===== src/rtl/core/evit_pkg.sv =====
// Shared types and constants for the event interest table.
package evit_pkg;

	typedef enum logic [1:0] {
		CMD_ADD    = 2'd0,
		CMD_MODIFY = 2'd1,
		CMD_DELETE = 2'd2,
		CMD_NOTIFY = 2'd3
	} cmd_t;

	localparam logic [2:0] ST_OK       = 3'd0;
	localparam logic [2:0] ST_EXISTS   = 3'd1;
	localparam logic [2:0] ST_NOTFOUND = 3'd2;
	localparam logic [2:0] ST_FULL     = 3'd3;

	localparam int KEY_W   = 16;
	localparam int MASK_W  = 32;
	localparam int DATA_W  = 64;
	localparam int RDY_W   = 6;
	localparam int BITS_W  = 5;
	localparam int IN_W    = 120;
	localparam int OUT_W   = 88;
	localparam int ONESHOT_BIT = 30;

	typedef enum logic [5:0] {
		S_IDLE   = 6'b000001,
		S_LOOK   = 6'b000010,
		S_READ   = 6'b000100,
		S_EXEC   = 6'b001000,
		S_SHRINK = 6'b010000,
		S_OUT    = 6'b100000
	} state_t;

	// epoll mask to poll mask; the RDNORM/RDBAND and WRNORM/WRBAND bits fold into IN and OUT
	function automatic logic [BITS_W-1:0] poll_mask_of(input logic [MASK_W-1:0] m);
		logic [BITS_W-1:0] p;
		p[0] = m[0] | m[6] | m[7];
		p[1] = m[1];
		p[2] = m[2] | m[8] | m[9];
		p[3] = m[3];
		p[4] = m[4];
		return p;
	endfunction

endpackage


===== src/rtl/core/evit_match.sv =====
// Key tag registers with parallel key match and a valid-bit probe.
module evit_match #(
	parameter int SLOTS = 64,
	parameter int IW    = 6
) (
	input  logic                      clk,
	input  logic                      arst_n,
	input  logic [evit_pkg::KEY_W-1:0] fd,
	input  logic                      wr_en,
	input  logic                      wr_set,
	input  logic [IW-1:0]             wr_idx,
	input  logic [IW-1:0]             probe_idx,
	output logic                      probe_valid,
	output logic                      hit_q,
	output logic [IW-1:0]             idx_q
);

	logic [SLOTS-1:0]               valid_q;
	logic [evit_pkg::KEY_W-1:0]     key_q [SLOTS];
	logic                           hit;
	logic [IW-1:0]                  idx;

	always_comb begin
		hit = 1'b0;
		idx = '0;
		for (int i = 0; i < SLOTS; i++) begin
			if (valid_q[i] && key_q[i] == fd) begin
				hit = 1'b1;
				idx = idx | IW'(i);
			end
		end
	end

	assign probe_valid = valid_q[probe_idx];

	always_ff @(posedge clk or negedge arst_n) begin
		if (!arst_n) begin
			valid_q <= '0;
			hit_q   <= 1'b0;
			idx_q   <= '0;
		end else begin
			hit_q <= hit;
			idx_q <= idx;
			if (wr_en) valid_q[wr_idx] <= wr_set;
		end
	end

	always_ff @(posedge clk) begin
		if (wr_en && wr_set) key_q[wr_idx] <= fd;
	end

endmodule


===== config.mk =====
export PLATFORM = sky130hd
export DESIGN_NAME = evit_match
export DESIGN_NICKNAME = d
export VERILOG_FILES = /design/src/rtl/core/evit_pkg.sv /design/src/rtl/core/evit_match.sv
export SDC_FILE = /design/constraint.sdc
export NUM_CORES = 2
export LEC_CHECK = 0
export ABC_AREA = 1
export BUFFER_PORTS_ARGS = -buffer_cell sky130_fd_sc_hd__buf_2
export CAP_MARGIN = 20
export CORE_ASPECT_RATIO = 1.4
export CORE_UTILIZATION = 45
export DETAILED_ROUTE_END_ITERATION = 7
export GPL_ROUTABILITY_DRIVEN = 0
export SLEW_MARGIN = 20
export SYNTH_ARGS = -nofsm -noshare
export SYNTH_HDL_FRONTEND = slang
export SYNTH_SLANG_ARGS = --single-unit

===== constraint.sdc =====
create_clock -name clk -period 2 [get_ports clk]
set_clock_uncertainty 0.1 [all_clocks]
set_input_delay 0.4 -clock clk [delete_from_list [all_inputs] [get_ports clk]]
set_output_delay 0.4 -clock clk [all_outputs]
set_load 0.02 [all_outputs]

; Yosys cells after proc, flatten, opt, wreduce, memory -nomap -nowiden
; Memory sizes are Yosys's and may differ from the RTL's.
; Index checks and enable logic that the tools add are counted.
[totals]
regBits = 71
ramBits = 1024
out_inout_bits = 8
mem_count = 1
[classes]
order_cmp = 3
eq_ne = 64
n_mux = 134
reduce_logical = 66
[memory_table]
columns = memory, depth, word_bits, rd, rd_ports_with_merged_regs, write_ports, line
row1 = key_q, 64, 16, 64, 0, 1, evit_match.sv:19  ; logic [evit_pkg::KEY_W-1:0] key_q [SLOTS];
[op_table]
columns = operator, n
row1 = $eq A16 B16 Y1, 64
row2 = $mux W6, 32
row3 = $mux W5, 16
row4 = $mux W1, 69
row5 = $logic_and A1 B1 Y1, 66
row6 = $bwmux W64, 1
row7 = $mux W4, 8
row8 = $lt A6 B7 Y1 const B, 2
row9 = $mux W3, 4
row10 = $bmux W1 S6, 1
row11 = $demux W1 S6, 1
row12 = $ge A6 B1 Y1 const B, 1
row13 = $mux W2, 2

; Logic depth before layout (Yosys ltp)
; An unclocked memory read counts as a cell.
[logic_depth]
ltp_word = 67
ltp_mapped = 17
ltp_nobuf = 14

; Worst setup path after synthesis
; OpenSTA, ideal clock, no wires.
[synth_timing]
path_kind = in2reg
startpoint = input wr_idx[0]
endpoint = memory key_q[24][0] (netlist name) (enable)
setup_time_ns = 0.409
arrival_time_ns = 2.302
required_ns = 1.491
slack_ns = -0.811
path_stages = 4
path_buffers = 1
path_cell_list = nor3_1 -> nand2_1 -> clkbuf_1 -> nor3_1
[synth_rtl]
columns = element, line
row1 = "start, declared", evit_match.sv:11  ; input logic [IW-1:0] wr_idx,
row2 = "end, declared", evit_match.sv:19
; Straight into the memory's write port.

; Final worst setup path
[layout_timing]
startpoint = register valid_q[29]
endpoint = output probe_valid
[layout_between]
elab_chain_len = 2
[layout_lines]
columns = element, line
row1 = "start, declared", evit_match.sv:18  ; logic [SLOTS-1:0] valid_q;
row2 = "start signal, assigned by index", evit_match.sv:44  ; if (wr_en) valid_q[wr_idx] <= wr_set;
row3 = $bmux W1 S6, evit_match.sv:34  ; assign probe_valid = valid_q[probe_idx];
row4 = $mux W1 (implied by the code), evit_match.sv:34
row5 = "end, declared", evit_match.sv:13  ; output logic probe_valid,
; No other way between the ends. The select of a mux whose other input is x is not followed.

==> summary.md <==
| Metric | Value |
|---|---|
| Num rows | 144 |
| Top_reg_cell synth | edfxtp_1 |
| Fill count | 9309 |
| Crit path capture type | output port |
| Area growth syn-to-layout | 23.5% |
| Peak VDD IR | 0.766 mV |
| Clock-pin slew on the worst setup and hold paths | 0.07 ns |
| TritonCTS Buffers | 102 |
| Mapped Nets | 4736 |
| Final setup vio count | 1 |
| Hpwl dp | 114000 um |
| Switching share of power | 23.9% |
| Die Y | 397 um |
| Layout cells sized above 1 | 19.2% |
| Dominant cells by area after synthesis | edfxtp_1, nand2_1, xor2_1 |
| Placed instance count | 6621 |
| Number of global-route vias before repair | 35500 |
| Most common cell in the netlist | nand2_1 |
| GR Overflow Total | 0 |
| DRT iter0 DRCs | 3216 |
| DRT Pass-1 Iters | 6 |
| Syn Std Cell Area | 0.0502 sq mm |
| Final WS setup | -0.630 ns |
| Distinct cell type count after synthesis | 41 |
| CTS max path bufs | 3 |
| Die Footprint | 0.113 sq mm |
| Sequential cell area fraction in the yosys report | 64.8% |
| Status | complete, but fails checks |
| Crit Path Category | flip-flop to output port |
| Critical path startpoint category | flip-flop |
| Port bufs | 39 |
| Total track usage | 28.4% |
| # H-tree levels | 3 |
| P_leak | 24.0 nW |
| Post-synth EDFFs | 1024 |
| Drt total wl | 160000 um |
| DRT antenna net count | 0 |
| Overall Power | 50.6 mW |
| Post-synth top area cell | edfxtp_1 |
| Worst Hold Class | primary input to flip-flop |
| #FFs+latches synth | 1095 |
| Power per Cell Area | 817 mW/mm^2 |
| Seq pwr share | 50.5% |
| Internal | 38.5 mW |
| First-pass GRT wire length | 234000 um |
| Commonest cells in the netlist | nand2_1, edfxtp_1, nor2_1 |
| Critical path data arrival time | 2.13 ns |
| Final non-filler cell total | 6822 |
| Antenna fix cells | 0 |
| Final hold viol count | 0 |
| Root buf cell | clkbuf_16 |
| Logic pwr share | 9.4% |
| Failing checks | setup timing |
| CTS tree | done |
| DRC viols | 0 |
| Max-cap violations | 0 |
| Largest net degree at the start of global routing | 39 |
| Yosys top cell area share | 61.3% |
| Initial antenna violation count | 3 |
| Slew headroom | 59.6% |
| Min cycle time layout | 2.63 ns |
| Syn Inst Count | 4704 |
| CP required | 1.50 ns |
| Total Nets Final | 5308 |
| WL/cell | 23.5 um |
| IO Count | 40 |
| Peak Freq | 380 MHz |
| Clock sink count | 1095 |
| Skew-Pair Late Insertion Delay | 0.73 ns |
| Mean post-synth cell area | 10.7 sq um |
| Initial Utilization | 45.5% |
| Drt via density | 5.37 |
| Worst Tran Pin Value | 0.602 ns |
| Final Max Tran Viols | 0 |
| Min Hold Slack | 0.0359 ns |
| Psw | 12.1 mW |
| Yosys Warn Count | 0 |
| Async S/R FF share, synth | 6.48% |
| Vias | 36600 |
| Core area | 0.110 sq mm |
| Clock power share | 40.1% |
| Unrepaired setup endpoints after global routing | true |
| Worst-path fanout max | 2 |
| Fin crit share | 132% |
| Die width | 284 um |
-- routing by layer --
layer	up-vias	wire length, um	track usage [%]
met3	320	9810	3.65
met1	18000	62700	35.4
met4	6	7670	13.0
met5	-	32	0
li1	16900	-	-
met2	1351	80100	49.2
-- what timing repair did --
| item | in CTS | in global routing |
|---|---|---|
| setup buffers | 7 | 6 |
| hold buffers | 5 | 1 |
| pin swaps | 20 | 30 |
| endpoints found under the hold margin | 81 | 3 |
| gates resized for setup | 67 | 69 |
| setup endpoints to repair | 8 | 8 |
-- cell type report --
class / count / area [sq um] / area share (%)
sequential: 1095 / 32500 / 52.5
multi-input combinational: 3105 / 15800 / 25.4
timing repair buffer: 670 / 7240 / 11.7
clock buffer: 122 / 2680 / 4.33
tap: 1460 / 1830 / 2.95
inverter: 302 / 1160 / 1.87
clock inverter: 68 / 749 / 1.21
-- worst paths after layout --
path	from	to	slack, ns	depth (start not counted)
worst max register to register	valid_q[43]	idx_q[0]	0.02	13
worst min-delay path	fd[10]	key_q[47][10]	0.04	2
worst min register to register	valid_q[21]	valid_q[21]	0.44	2
min in group asynchronous	arst_n	valid_q[58]	0.14	2
max in group asynchronous	arst_n	valid_q[35]	1.13	3
worst max-delay path	valid_q[29]	probe_valid	-0.63	11
-- cell families (layout without fill, tap and decap cells) --
family                    Yosys count  after routing  synth area share, %
xor gates and xnor gates          379            379                 6.62
AOI/OAI and AO/OA                 631            631                 6.80
DFF                              1095           1095                 64.8
and+or+nand+nor                  2095           2095                 16.7
buffers and inverters             504           1162                 5.07
-- metrics by stage --
stage               setup TNS (ns)  area (sq um)  setup WS [ns]  utilization [%]
floorplan                    -9.13         50500         -0.210                -
global placement            -88.02         58100         -0.999             52.7
detailed placement          -82.46         58100         -0.986             52.7
CTS                         -0.647         61700         -0.631             56.0
global route                -0.799         61900         -0.742             56.2
finish                      -0.630         61900         -0.630             56.2
-- cells in the final DEF, fill, tap and decap left out, types with 55 or more instances in the layout --
cell	Yosys	final
buf_12	0	175
buf_4	60	454
clkbuf_16	0	104
dfrtp_1	71	63
edfxtp_1	1024	1024
inv_1	277	268
nand2_1	1228	1206
nand3_1	110	99
nor2_1	596	522
nor3_1	80	67
o21ai_0	456	426
o21ai_1	52	76
xnor2_1	55	55
xor2_1	324	323
-- critical path, cell delays in order (launching register included) --
cell     delay [ns]
dfrtp_1        0.37
inv_2          0.08
a21oi_2        0.13
o21ai_1        0.07
o21ai_1        0.10
nand2_1        0.07
nand2_1        0.07
a21oi_1        0.06
o21ai_1        0.10
nand3_1        0.11
nand2_2        0.14
buf_6          0.13
-- power groups by stage --
stage          registers, mW  clock network (mW)  logic, mW
4_1_cts                 25.5                20.5       4.70
3_3_place_gp            26.0                   0       4.57
5_1_grt                 25.5                21.3       5.06
2_1_floorplan           25.9                   0       1.96
6_report                25.5                20.3       4.75
3_5_place_dp            26.0                   0       4.61
-- registers in the layout, summed over array words and instances (netlist names) --
signal / flops
valid_q: 64
hit_q: 1
idx_q: 6
key_q: 1024
Note: power is estimated with default switching activity, not from simulation.
